[src/mmul_pkg.sv]
`default_nettype none

package mmul_pkg;

    // Fixed field widths of the streams
    localparam int MODE_W = 2;
    localparam int IDX_W  = 4;
    localparam int VAL_W  = 32;

    // Defaults for the top-level parameters
    localparam int DIM_DEFAULT       = 4;
    localparam int FRAC_BITS_DEFAULT = 16;

    // Operation codes carried in the mode field
    localparam logic [MODE_W-1:0] MODE_LOAD_A  = 2'd0;
    localparam logic [MODE_W-1:0] MODE_LOAD_B  = 2'd1;
    localparam logic [MODE_W-1:0] MODE_COMPUTE = 2'd2;

    typedef struct packed {
        logic [MODE_W-1:0]       mode;
        logic [IDX_W-1:0]        elem_index;
        logic signed [VAL_W-1:0] elem_value;
    } t_in_item;

    typedef struct packed {
        logic [IDX_W-1:0]        out_index;
        logic signed [VAL_W-1:0] out_value;
        logic                    out_last;
    } t_out_item;

    // Controller to datapath
    typedef struct packed {
        logic wr_a;      // store input element into first matrix
        logic wr_b;      // store input element into second matrix
        logic issue;     // read one operand pair, feed the MAC pipe
        logic first;     // this pair opens a new dot product
        logic last;      // this pair closes the dot product
        logic load_out;  // move the finished sum into the output register
        logic out_last;  // element being loaded is the final one
    } t_cmd;

    // Datapath to controller
    typedef struct packed {
        logic acc_ready; // a complete dot product sits in the accumulator
        logic out_full;  // output register holds an untaken transaction
    } t_status;

endpackage

`default_nettype wire

[src/mmul_stream_if.sv]
`default_nettype none

interface mmul_in_if;
    logic               valid;
    logic               ready;
    mmul_pkg::t_in_item payload;

    modport source (output valid, output payload, input ready);
    modport sink   (input valid, input payload, output ready);
endinterface

interface mmul_out_if;
    logic                valid;
    logic                ready;
    mmul_pkg::t_out_item payload;

    modport source (output valid, output payload, input ready);
    modport sink   (input valid, input payload, output ready);
endinterface

`default_nettype wire

[src/mmul_ram.sv]
`default_nettype none

module mmul_ram #(
    parameter int WIDTH = 32,
    parameter int DEPTH = 16
) (
    input  wire logic                     i_clk,
    input  wire logic                     i_we,
    input  wire logic [$clog2(DEPTH)-1:0] i_waddr,
    input  wire logic [WIDTH-1:0]         i_wdata,
    input  wire logic [$clog2(DEPTH)-1:0] i_raddr,
    output logic      [WIDTH-1:0]         o_rdata
);

    logic [WIDTH-1:0] r_mem [DEPTH];

    always_ff @(posedge i_clk) begin
        if (i_we) begin
            r_mem[i_waddr] <= i_wdata;
        end
        o_rdata <= r_mem[i_raddr];
    end

endmodule

`default_nettype wire

[src/mmul_ctrl.sv]
`default_nettype none

module mmul_ctrl #(
    parameter int DIM = mmul_pkg::DIM_DEFAULT
) (
    input  wire logic                          i_clk,
    input  wire logic                          i_rst_n,
    input  wire logic                          i_in_valid,
    input  wire logic [mmul_pkg::MODE_W-1:0]   i_mode,
    output logic                               o_in_ready,
    input  wire mmul_pkg::t_status             i_status,
    output mmul_pkg::t_cmd                     o_cmd,
    output logic [$clog2(DIM*DIM)-1:0]         o_a_addr,
    output logic [$clog2(DIM*DIM)-1:0]         o_b_addr,
    output logic [$clog2(DIM*DIM)-1:0]         o_out_elem
);

    localparam int AW = $clog2(DIM*DIM);
    localparam int CW = $clog2(DIM);
    localparam logic [CW-1:0] CNT_MAX = CW'(DIM - 1);

    localparam logic [1:0] ST_IDLE  = 2'd0;
    localparam logic [1:0] ST_ISSUE = 2'd1;
    localparam logic [1:0] ST_WAIT  = 2'd2;

    logic [1:0]    r_state, n_state;
    logic [CW-1:0] r_i, n_i;   // row of the product element
    logic [CW-1:0] r_j, n_j;   // column of the product element
    logic [CW-1:0] r_k, n_k;   // position along the dot product
    logic          accept;

    assign o_in_ready = (r_state == ST_IDLE);
    assign accept     = i_in_valid && o_in_ready;

    // first[i][k] at i + k*DIM, second[k][j] at k + j*DIM
    assign o_a_addr   = AW'(r_i + r_k * DIM);
    assign o_b_addr   = AW'(r_k + r_j * DIM);
    assign o_out_elem = AW'(r_i + r_j * DIM);

    always_comb begin
        n_state = r_state;
        n_i     = r_i;
        n_j     = r_j;
        n_k     = r_k;
        o_cmd   = '0;
        o_cmd.out_last = (r_i == CNT_MAX) && (r_j == CNT_MAX);

        unique case (r_state)
            ST_IDLE: begin
                if (accept) begin
                    priority if (i_mode == mmul_pkg::MODE_LOAD_A) begin
                        o_cmd.wr_a = 1'b1;
                    end else if (i_mode == mmul_pkg::MODE_LOAD_B) begin
                        o_cmd.wr_b = 1'b1;
                    end else if (i_mode == mmul_pkg::MODE_COMPUTE) begin
                        n_i     = '0;
                        n_j     = '0;
                        n_k     = '0;
                        n_state = ST_ISSUE;
                    end else begin
                        // unused mode: transaction dropped
                    end
                end
            end
            ST_ISSUE: begin
                o_cmd.issue = 1'b1;
                o_cmd.first = (r_k == '0);
                o_cmd.last  = (r_k == CNT_MAX);
                if (r_k == CNT_MAX) begin
                    n_k     = '0;
                    n_state = ST_WAIT;
                end else begin
                    n_k = r_k + 1'b1;
                end
            end
            ST_WAIT: begin
                if (i_status.acc_ready && !i_status.out_full) begin
                    o_cmd.load_out = 1'b1;
                    if (r_i == CNT_MAX) begin
                        n_i = '0;
                        if (r_j == CNT_MAX) begin
                            n_state = ST_IDLE;
                        end else begin
                            n_j     = r_j + 1'b1;
                            n_state = ST_ISSUE;
                        end
                    end else begin
                        n_i     = r_i + 1'b1;
                        n_state = ST_ISSUE;
                    end
                end
            end
            default: begin
                n_state = ST_IDLE;
            end
        endcase
    end

    always_ff @(posedge i_clk) begin
        if (!i_rst_n) begin
            r_state <= ST_IDLE;
            r_i     <= '0;
            r_j     <= '0;
            r_k     <= '0;
        end else begin
            r_state <= n_state;
            r_i     <= n_i;
            r_j     <= n_j;
            r_k     <= n_k;
        end
    end

`ifndef SYNTH
    a_load_needs_room: assert property (@(posedge i_clk) disable iff (!i_rst_n)
        o_cmd.load_out |-> (i_status.acc_ready && !i_status.out_full))
        else $error("result loaded without finished sum or free output");

    a_no_issue_over_pending: assert property (@(posedge i_clk) disable iff (!i_rst_n)
        o_cmd.issue |-> !i_status.acc_ready)
        else $error("new dot product started over an untaken sum");

    a_last_goes_wait: assert property (@(posedge i_clk) disable iff (!i_rst_n)
        (o_cmd.issue && o_cmd.last) |=> (r_state == ST_WAIT))
        else $error("controller left issue phase incorrectly");
`endif

endmodule

`default_nettype wire

[src/mmul_datapath.sv]
`default_nettype none

module mmul_datapath #(
    parameter int DIM       = mmul_pkg::DIM_DEFAULT,
    parameter int FRAC_BITS = mmul_pkg::FRAC_BITS_DEFAULT
) (
    input  wire logic                          i_clk,
    input  wire logic                          i_rst_n,
    input  wire mmul_pkg::t_in_item            i_item,
    input  wire mmul_pkg::t_cmd                i_cmd,
    input  wire logic [$clog2(DIM*DIM)-1:0]    i_a_addr,
    input  wire logic [$clog2(DIM*DIM)-1:0]    i_b_addr,
    input  wire logic [$clog2(DIM*DIM)-1:0]    i_out_elem,
    output mmul_pkg::t_status                  o_status,
    output logic                               o_out_valid,
    input  wire logic                          i_out_ready,
    output mmul_pkg::t_out_item                o_out_item
);

    localparam int ELEMS = DIM * DIM;
    localparam int AW    = $clog2(ELEMS);
    localparam int VW    = mmul_pkg::VAL_W;
    localparam int PW    = 2 * VW;
    localparam int ACC_W = PW + $clog2(DIM);

    logic              in_range;
    logic [AW-1:0]     wr_addr;
    logic              we_a, we_b;
    logic [VW-1:0]     rdata_a, rdata_b;
    logic [ELEMS-1:0]  r_valid_a, r_valid_b;

    // stage 1: operands out of the stores
    logic              r_s1_vld, r_s1_first, r_s1_last;
    logic              r_va, r_vb;
    logic signed [VW-1:0] op_a, op_b;

    // stage 2: product
    logic              r_s2_vld, r_s2_first, r_s2_last;
    logic signed [PW-1:0] r_prod;

    // stage 3: accumulator
    logic signed [ACC_W-1:0] r_acc, acc_sum, shifted;
    logic              r_acc_ready;
    logic              sat_hi, sat_lo;
    logic signed [VW-1:0] sat_value;

    logic              r_out_valid;
    mmul_pkg::t_out_item r_out;

    assign in_range = (32'(i_item.elem_index) < ELEMS);
    assign wr_addr  = AW'(i_item.elem_index);
    assign we_a     = i_cmd.wr_a && in_range;
    assign we_b     = i_cmd.wr_b && in_range;

    mmul_ram #(.WIDTH(VW), .DEPTH(ELEMS)) u_ram_a (
        .i_clk   (i_clk),
        .i_we    (we_a),
        .i_waddr (wr_addr),
        .i_wdata (i_item.elem_value),
        .i_raddr (i_a_addr),
        .o_rdata (rdata_a)
    );

    mmul_ram #(.WIDTH(VW), .DEPTH(ELEMS)) u_ram_b (
        .i_clk   (i_clk),
        .i_we    (we_b),
        .i_waddr (wr_addr),
        .i_wdata (i_item.elem_value),
        .i_raddr (i_b_addr),
        .o_rdata (rdata_b)
    );

    // per-entry written flags; unwritten entries read as zero
    always_ff @(posedge i_clk) begin
        if (!i_rst_n) begin
            r_valid_a <= '0;
            r_valid_b <= '0;
        end else begin
            if (we_a) r_valid_a[wr_addr] <= 1'b1;
            if (we_b) r_valid_b[wr_addr] <= 1'b1;
        end
    end

    always_ff @(posedge i_clk) begin
        if (!i_rst_n) begin
            r_s1_vld <= 1'b0;
            r_s2_vld <= 1'b0;
        end else begin
            r_s1_vld <= i_cmd.issue;
            r_s2_vld <= r_s1_vld;
        end
        r_s1_first <= i_cmd.first;
        r_s1_last  <= i_cmd.last;
        r_va       <= r_valid_a[i_a_addr];
        r_vb       <= r_valid_b[i_b_addr];
        r_s2_first <= r_s1_first;
        r_s2_last  <= r_s1_last;
        r_prod     <= op_a * op_b;
    end

    assign op_a = r_va ? $signed(rdata_a) : '0;
    assign op_b = r_vb ? $signed(rdata_b) : '0;

    assign acc_sum = r_s2_first ? ACC_W'(r_prod) : r_acc + ACC_W'(r_prod);

    always_ff @(posedge i_clk) begin
        if (r_s2_vld) begin
            r_acc <= acc_sum;
        end
    end

    always_ff @(posedge i_clk) begin
        if (!i_rst_n) begin
            r_acc_ready <= 1'b0;
        end else if (r_s2_vld && r_s2_last) begin
            r_acc_ready <= 1'b1;
        end else if (i_cmd.load_out) begin
            r_acc_ready <= 1'b0;
        end
    end

    // floor shift, then clamp to the 32-bit range
    assign shifted = r_acc >>> FRAC_BITS;
    assign sat_hi  = !shifted[ACC_W-1] && (|shifted[ACC_W-2:VW-1]);
    assign sat_lo  = shifted[ACC_W-1] && !(&shifted[ACC_W-2:VW-1]);

    always_comb begin
        priority if (sat_hi) begin
            sat_value = {1'b0, {(VW-1){1'b1}}};
        end else if (sat_lo) begin
            sat_value = {1'b1, {(VW-1){1'b0}}};
        end else begin
            sat_value = shifted[VW-1:0];
        end
    end

    always_ff @(posedge i_clk) begin
        if (!i_rst_n) begin
            r_out_valid <= 1'b0;
        end else if (i_cmd.load_out) begin
            r_out_valid <= 1'b1;
        end else if (i_out_ready) begin
            r_out_valid <= 1'b0;
        end
        if (i_cmd.load_out) begin
            r_out.out_index <= mmul_pkg::IDX_W'(i_out_elem);
            r_out.out_value <= sat_value;
            r_out.out_last  <= i_cmd.out_last;
        end
    end

    assign o_out_valid        = r_out_valid;
    assign o_out_item         = r_out;
    assign o_status.acc_ready = r_acc_ready;
    assign o_status.out_full  = r_out_valid;

`ifndef SYNTH
    a_ready_from_pipe: assert property (@(posedge i_clk) disable iff (!i_rst_n)
        $rose(r_acc_ready) |-> $past(r_s2_vld && r_s2_last))
        else $error("sum flagged ready without closing product");

    a_no_load_when_full: assert property (@(posedge i_clk) disable iff (!i_rst_n)
        i_cmd.load_out |-> !r_out_valid)
        else $error("output register overwritten");
`endif

endmodule

`default_nettype wire

[src/matrix_multiply_4x4_unit.sv]
`default_nettype none

// DIM x DIM signed fixed-point matrix multiplier (4x4, Q16.16 by default).
// Elements are column-major: index i + DIM*j is row i, column j. An input
// transaction with mode 0 or 1 writes one element of the first or second
// matrix (index out of range is dropped); mode 2 computes the product and
// emits DIM*DIM output transactions in ascending index order, out_last set
// on the final one; mode 3 is accepted and ignored. Both matrices read as
// zero after reset until written. Each element is the full-precision sum of
// DIM products, shifted right arithmetically by FRAC_BITS (floor) and
// saturated to 32 bits. One shared 32x32 multiplier does one
// multiply-accumulate per cycle while a dot product is being issued; after
// each element the controller waits until its sum has passed the RAM read,
// product and accumulate stages and the output register is free, then loads
// the output register. New input is accepted only while no compute is
// running; the last result may still sit in the output register.

module matrix_multiply_4x4_unit #(
    parameter int DIM       = mmul_pkg::DIM_DEFAULT,
    parameter int FRAC_BITS = mmul_pkg::FRAC_BITS_DEFAULT
) (
    input  wire logic   i_clk,
    input  wire logic   i_rst_n,
    mmul_in_if.sink     i_in,
    mmul_out_if.source  o_out
);

    localparam int AW = $clog2(DIM*DIM);

    mmul_pkg::t_cmd      cmd;
    mmul_pkg::t_status   status;
    mmul_pkg::t_out_item out_item;
    logic [AW-1:0]       a_addr, b_addr, out_elem;
    logic                in_ready, out_valid;

    // sequencer: walks row, column and dot-product position
    mmul_ctrl #(.DIM(DIM)) u_ctrl (
        .i_clk      (i_clk),
        .i_rst_n    (i_rst_n),
        .i_in_valid (i_in.valid),
        .i_mode     (i_in.payload.mode),
        .o_in_ready (in_ready),
        .i_status   (status),
        .o_cmd      (cmd),
        .o_a_addr   (a_addr),
        .o_b_addr   (b_addr),
        .o_out_elem (out_elem)
    );

    // element stores, MAC pipe, saturation and output register
    mmul_datapath #(.DIM(DIM), .FRAC_BITS(FRAC_BITS)) u_datapath (
        .i_clk       (i_clk),
        .i_rst_n     (i_rst_n),
        .i_item      (i_in.payload),
        .i_cmd       (cmd),
        .i_a_addr    (a_addr),
        .i_b_addr    (b_addr),
        .i_out_elem  (out_elem),
        .o_status    (status),
        .o_out_valid (out_valid),
        .i_out_ready (o_out.ready),
        .o_out_item  (out_item)
    );

    assign i_in.ready    = in_ready;
    assign o_out.valid   = out_valid;
    assign o_out.payload = out_item;

endmodule

`default_nettype wire

[src/flat_wrapper.sv]
// flat-port wrapper written by rule: the top's interface ports become plain ports
module matrix_multiply_4x4_unit_flat 
#(
    parameter int DIM       = mmul_pkg::DIM_DEFAULT,
    parameter int FRAC_BITS = mmul_pkg::FRAC_BITS_DEFAULT
)
  (i_clk, i_rst_n, i_in_valid, i_in_payload, i_in_ready, o_out_valid, o_out_payload, o_out_ready);
  mmul_in_if i_in_i ();
  mmul_out_if o_out_i ();
  input  wire logic i_clk;
  input  wire logic i_rst_n;
  input wire logic [$bits(i_in_i.valid)-1:0] i_in_valid;
  input wire logic [$bits(i_in_i.payload)-1:0] i_in_payload;
  output wire logic [$bits(i_in_i.ready)-1:0] i_in_ready;
  output wire logic [$bits(o_out_i.valid)-1:0] o_out_valid;
  output wire logic [$bits(o_out_i.payload)-1:0] o_out_payload;
  input wire logic [$bits(o_out_i.ready)-1:0] o_out_ready;
  assign i_in_i.valid = i_in_valid;
  assign i_in_i.payload = i_in_payload;
  assign i_in_ready = i_in_i.ready;
  assign o_out_valid = o_out_i.valid;
  assign o_out_payload = o_out_i.payload;
  assign o_out_i.ready = o_out_ready;
  matrix_multiply_4x4_unit #(.DIM(DIM), .FRAC_BITS(FRAC_BITS)) u_core (.i_clk(i_clk), .i_rst_n(i_rst_n), .i_in(i_in_i), .o_out(o_out_i));
endmodule
[config.mk]
export PLATFORM = sky130hd
export DESIGN_NAME = matrix_multiply_4x4_unit_flat
export DESIGN_NICKNAME = d
export VERILOG_FILES = /design/src/mmul_pkg.sv /design/src/mmul_stream_if.sv /design/src/mmul_ram.sv /design/src/mmul_ctrl.sv /design/src/mmul_datapath.sv /design/src/matrix_multiply_4x4_unit.sv /design/src/flat_wrapper.sv
export SDC_FILE = /design/constraint.sdc
export NUM_CORES = 2
export LEC_CHECK = 0
export ABC_AREA = 1
export BUFFER_PORTS_ARGS = -buffer_cell sky130_fd_sc_hd__buf_4
export CORE_MARGIN = 10
export CORE_UTILIZATION = 55
export CTS_CLUSTER_SIZE = 12
export DETAILED_ROUTE_END_ITERATION = 10
export PLACE_DENSITY = 0.82
export SLEW_MARGIN = 25
export SYNTH_ARGS = -nofsm -noshare
export SYNTH_HDL_FRONTEND = slang
export SYNTH_SLANG_ARGS = --single-unit
[constraint.sdc]
create_clock -name i_clk -period 8.15 [get_ports i_clk]
set_clock_uncertainty 0.1 [all_clocks]
set_input_delay 0.4075 -clock i_clk [delete_from_list [all_inputs] [get_ports i_clk]]
set_output_delay 0.4075 -clock i_clk [all_outputs]
set_load 0.005 [all_outputs]
# After elaboration in Yosys (flattened, before gate mapping)
# Memories as Yosys holds them, arrays and structs flattened. A register that Yosys moved wholly into a read port is not among the register bits.
# Cells that the tools add are included.
dict set report totals {
  ff_bits 217
  ramBits 1024
  out_inout_bits 39
  elab_cells 123
  memories 2
}
# memory depth width rd rd_clocked_by_memory_dff write_ports line
set memory_table {}
lappend memory_table {u_core.u_datapath.u_ram_a.r_mem 16 32 1 1 1 mmul_ram.sv:15} ;# logic [WIDTH-1:0] r_mem [DEPTH];
lappend memory_table {u_core.u_datapath.u_ram_b.r_mem 16 32 1 1 1 mmul_ram.sv:15}
dict set report classes {
  add_sub_neg 7
  mul 1
  n_lt_le_gt_ge 4
  eq_ne 15
  mux 48
  bitwise 2
  reduce_logical 23
}
# operator n
set op_table {}
lappend op_table {{$mux W32} 3}
lappend op_table {{$add A66 B64 Y66} 1}
lappend op_table {{$mux W66} 1}
lappend op_table {{$mul A32 B32 Y64} 1}
lappend op_table {{$mux W2} 19}
lappend op_table {{$or A16 B16 Y16} 2}
lappend op_table {{$reduce_and A19 Y1} 1}
lappend op_table {{$reduce_or A19 Y1} 1}
lappend op_table {{$mux W1} 17}
lappend op_table {{$lt A4 B5 Y1 const B} 3}
lappend op_table {{$add A2 B4 Y4} 3}
lappend op_table {{$ne A2 B2 Y1 const B} 6}
lappend op_table {{$pmux W2 S2} 3}
lappend op_table {{$reduce_and A6 Y1} 2}
lappend op_table {{$eq A2 B2 Y1 const B} 5}
lappend op_table {{$bmux W1 S4} 2}
lappend op_table {{$reduce_and A8 Y1} 1}
lappend op_table {{$reduce_bool A2 Y1} 4}
lappend op_table {{$logic_and A1 B1 Y1} 7}
lappend op_table {{$add A2 B1 Y2 const B} 3}
lappend op_table {{$logic_not A2 Y1} 3}
lappend op_table {{$pmux W2 S3} 1}
lappend op_table {{$reduce_and A5 Y1} 1}
lappend op_table {{$demux W1 S4} 1}
lappend op_table {{5 further kinds} 9}

# Logic depth before layout (Yosys ltp)
dict set report logic_depth {
  word_depth 7
  depth_mapped 34
  depth_no_buf 31
}

# Cells and area by module
# Synthesis repeated with hierarchy kept, for this count alone.
dict set report hier_totals {
  cells_unflattened 10373
  area_unflattened_um2 94780.9
}
# module instances cells_each area_per_inst_um2
set by_module_without_submodules {}
lappend by_module_without_submodules {mmul_datapath 1 6046 48740.5}
lappend by_module_without_submodules {mmul_ram 2 2120 22730.6}
lappend by_module_without_submodules {mmul_ctrl 1 87 579.3}

# Worst setup path after synthesis
# OpenSTA, ideal clock, no wires.
dict set report synth_path {
  path_kind {flip-flop to flip-flop}
  startpoint {register u_core.u_datapath.r_va}
  endpoint {register u_core.u_datapath.r_prod[54]}
  setup_time_ns 0.113
  arrival_time_ns 7.281
  required_ns 7.937
  setup_slack_ns 0.656
  path_stages_with_launch 29
  path_buffers 3
  cell_sequence {dfxtp_1 clkbuf_1 buf_2 nand2_1 clkbuf_1 nor2_1 fa_1 fa_1 fa_1 fa_1 inv_1 fa_1 inv_1 fa_1 inv_1 fa_1 inv_1 fa_1 ha_1 nand2_1 nor2_1 inv_1 nor2_1 inv_1 nor2_1 and3_1 nand2_1 nand4_1 nand2_1}
}
dict set report synth_via {
  elab_chain_len 2
}
# element line
set synth_rtl {}
lappend synth_rtl {{start: declaration} mmul_datapath.sv:34} ;# logic r_va, r_vb;
lappend synth_rtl {{start signal: assignment} mmul_datapath.sv:94} ;# r_va <= r_valid_a[i_a_addr];
lappend synth_rtl {{$mux W32} mmul_datapath.sv:101} ;# assign op_a = r_va ? $signed(rdata_a) : '0;
lappend synth_rtl {{$mul A32 B32 Y64} mmul_datapath.sv:98} ;# r_prod <= op_a * op_b;
lappend synth_rtl {{end signal: assignment} mmul_datapath.sv:98}
lappend synth_rtl {{end: declaration} mmul_datapath.sv:39} ;# logic signed [PW-1:0] r_prod;
# No other way between the ends.
# A chain may end at the register's enable or synchronous reset.

# Final worst setup path
dict set report layout_path {
  startpoint {register u_core.u_datapath.r_va}
  endpoint {register u_core.u_datapath.r_prod[48]}
}
# The elaborated chain is that of the path after synthesis.

==> results.json <==
{
  "number_of_maximum_capacitance_constraint_violations": 0,
  "total_power_of_the_final_layout_mw": 22.0,
  "synth.cells.most_frequent": "nor2_1 (1443), nand2_1 (1321), inv_1 (1318)",
  "startpoint": "u_core.u_datapath.r_va",
  "instance_area_at_placement_mm2": 0.0939,
  "critical_path.endpoint": "u_core.u_datapath.r_prod[48]",
  "data_required_time_at_the_worst_endpoint_ps": 8710,
  "most_used_flip_flop_cell_after_synthesis": "edfxtp_1",
  "hold-worst-slack_ps": 230,
  "drt_first_iter_violations": 7917,
  "floorplan.core_area_mm2": 0.163,
  "design.die.area_mm2": 0.180,
  "global_route.overflow_total": 0,
  "synth_top_cell_by_area": "edfxtp_1",
  "grt_antenna_before_repair": 6,
  "synth.most_common_cell": "nor2_1",
  "htreeDepth": 4,
  "buffer_type_at_the_clock_tree_root": "clkbuf_16",
  "ioPinCount": 81,
  "ff2ff_path_depth": 22,
  "pwr_density_cell_mw_per_mm2": 223,
  "die_height_um": 424,
  "cts_tree": "done",
  "layout_min_cycle_time_ps": 8030,
  "io_buffers": 80,
  "timing.critical_path.arrival_ps": 8590,
  "dr.pass1.iters": 9,
  "setup.reg_to_reg.worst_slack_ps": 120,
  "number_of_global_route_vias_before_repair": 69400,
  "fp.dieW_um": 424,
  "syn-cell-area_mm2": 0.0898,
  "maxSlewHeadroom_pct": 18.4,
  "mappedNetlistNets": 10300,
  "drt_wl_total_mm": 281,
  "wl_per_cell_um": 24.9,
  "cell_types_with_the_largest_area_share_after_synthesis": "edfxtp_1 (38%), fa_1 (24%), nor2_1 (6.0%), nand2_1 (5.5%), inv_1 (5.5%)",
  "seq_area_frac_synth_pct": 41.6,
  "number_of_register_bits_inferred_by_synthesis": 1305,
  "crit_path_start_kind": "flop",
  "final_antenna_net_count": 0,
  "layout_setup_ws_ps": 120,
  "clock_transition_at_the_registers_of_the_reported_paths_ps": 60,
  "setup_viol": 0,
  "initial_utilization_pct": 55.2,
  "critical_path_class": "flop to flop",
  "post_synth_edffs": 1127,
  "final_layout_size_suffix_gt1_share_pct": 7.86,
  "grt_util_all_layers_pct": 31.0,
  "worstSkewPairLatency_ps": 820,
  "timing.final.hold_violations": 0,
  "fmax_ghz": 0.125,
  "drv_slew": 0,
  "clock_sinks": 1305,
  "tightest_slew_ps": 1220,
  "netlist_instances": 8888,
  "final_nets": 10400,
  "final_cell_area_mm2": 0.0988,
  "crit_path_max_fanout": 31,
  "crit-reg2reg-launch": "u_core.u_datapath.r_va",
  "detailedPlace.worstSlack_ps": -173,
  "grt_start_max_net_pins": 232,
  "hold_path_startpoint": "u_core.u_datapath.r_s1_first",
  "detailed_place_hpwl_mm": 202,
  "hold_path_class": "flop to flop",
  "flow.area_growth_from_synthesis_pct": 10.0,
  "post_drt_via_cell_ratio": 5.97,
  "detail_route.drc_violations": 0,
  "wire_length_of_the_first_global_routing_pass_mm": 422,
  "timing.rr.end": "u_core.u_datapath.r_prod[48]",
  "syn-mean-instance-area_um2": 10.1,
  "yosysUniqueCellTypes": 54,
  "final.period_utilization_pct": 98.5,
  "yosys.area.top_type_share_pct": 37.7,
  "place_congestion": 1.04,
  "via_count": 67400,
  "vdd_drop_max_mv": 0.303,
  "async_flop_share_pct": 0,
  "cts-root-to-sink-buffers": 3,
  "worstSetupEndpointType": "flop",
  "run_status": "complete, no violations",
  "row_count": 148,
  "number_of_clock_buffers_inserted_by_tritoncts": 137,
  "leakage_power_nw": 40.9,
  "ys_warn_count": 0
}
routing by layer:
layer,GRT usage (%),vias up,routed length (µm)
met5,0,-,23
met4,18.9,4,21300
met3,6.84,1044,30100
met2,50.5,4318,131000
met1,37.7,33100,99100
li1,-,28900,-
flip-flops by register name (all words and copies together) (netlist names), 2 cells and up:
signal                             cells
u_core.u_datapath.o_out_item          37
u_core.u_ctrl.r_state                  2
u_core.u_ctrl.r_j                      2
u_core.u_datapath.u_ram_b.r_mem      512
u_core.u_ctrl.r_k                      2
u_core.u_datapath.r_valid_b           16
u_core.u_datapath.u_ram_a.r_mem      512
u_core.u_datapath.u_ram_b.o_rdata     32
u_core.u_datapath.r_prod              64
u_core.u_datapath.r_valid_a           16
u_core.u_ctrl.r_i                      2
u_core.u_datapath.r_acc               66
u_core.u_datapath.u_ram_a.o_rdata     32
metrics by stage:
| stage | cells | utilization [%] | TNS [ps] |
|---|---|---|---|
| 4_1_cts | 11300 | 60.6 | 0 |
| 2_1_floorplan | 8888 | - | 0 |
| 6_report | 11300 | 60.8 | 0 |
| 5_1_grt | 11300 | 60.8 | -6.93 |
| 3_3_place_gp | 11000 | 57.7 | -441 |
| 3_5_place_dp | 11000 | 57.7 | -396 |
final cells by class:
| class | instances | area (µm²) |
|---|---|---|
| inverter | 1371 | 5220 |
| clock buffer | 212 | 3780 |
| antenna | 3 | 7.51 |
| multi-input combinational | 5817 | 46000 |
| timing repair buffer | 369 | 3140 |
| tap | 2175 | 2720 |
| sequential | 1305 | 37400 |
| fill | 12900 | 63800 |
| clock inverter | 36 | 576 |
repair_timing:
item / 4_1_cts / 5_1_grt
resized for setup: 3 / 36
hold buffers: 34 / 0
cloned: 0 / 0
hold endpoints to repair: 1031 / 0
endpoints found under the setup margin: 5 / 17
pin swaps: 0 / 1
buffers inserted: 0 / 8
layout by cell type, fill, tap and decap left out, types with 160 or more instances in the layout:
| cell type | count |
|---|---|
| a21oi_1 | 218 |
| buf_4 | 313 |
| dfxtp_1 | 170 |
| edfxtp_1 | 1127 |
| fa_1 | 1083 |
| ha_1 | 252 |
| inv_1 | 1307 |
| nand2_1 | 1315 |
| nand3_1 | 160 |
| nor2_1 | 1412 |
| o21ai_0 | 622 |
| o221ai_1 | 163 |
cell families after synthesis:
family          Yosys count  synth area share [%]
compound gates         1293                  8.55
flops                  1305                  41.6
fa+ha+maj              1336                  27.7
simple gates           3115                  13.9
buf+inv                1766                  7.53
xor+xnor                 73                 0.712
how the worst min path moves through the flow:
stage	endpoint	slack, ps	depth (start not counted)
finish	u_core.u_datapath.r_s2_first	230	0
global placement	u_core.u_datapath.r_s2_last	210	0
floorplan	u_core.u_datapath.r_s2_first	210	0
detailed placement	u_core.u_datapath.r_s2_last	220	0
global route	u_core.u_datapath.r_s2_first	240	0
CTS	u_core.u_datapath.r_s2_last	230	0
worst max-delay path, stage by stage, from the launching register on:
cell and delay [ps]:
dfxtp_1 340, buf_12 180, nand2_1 130, clkinv_1 430, buf_4 390, nand2_1 120, fa_1 470, fa_1 570
inv_1 60, fa_1 500, fa_1 580, fa_1 430, fa_1 420, fa_1 680, fa_1 470, ha_1 420
a21o_1 240, a31oi_1 310, o21ai_0 130, buf_4 170, a21oi_1 130, nand3_1 170, xor2_1 400
report_power, final:
group          switching, mW  total [mW]  internal [mW]
Clock                   2.72        6.13           3.41
Combinational           5.41        8.05           2.64
Sequential             0.266        7.86           7.59
Power figures use the tool's default switching activity.
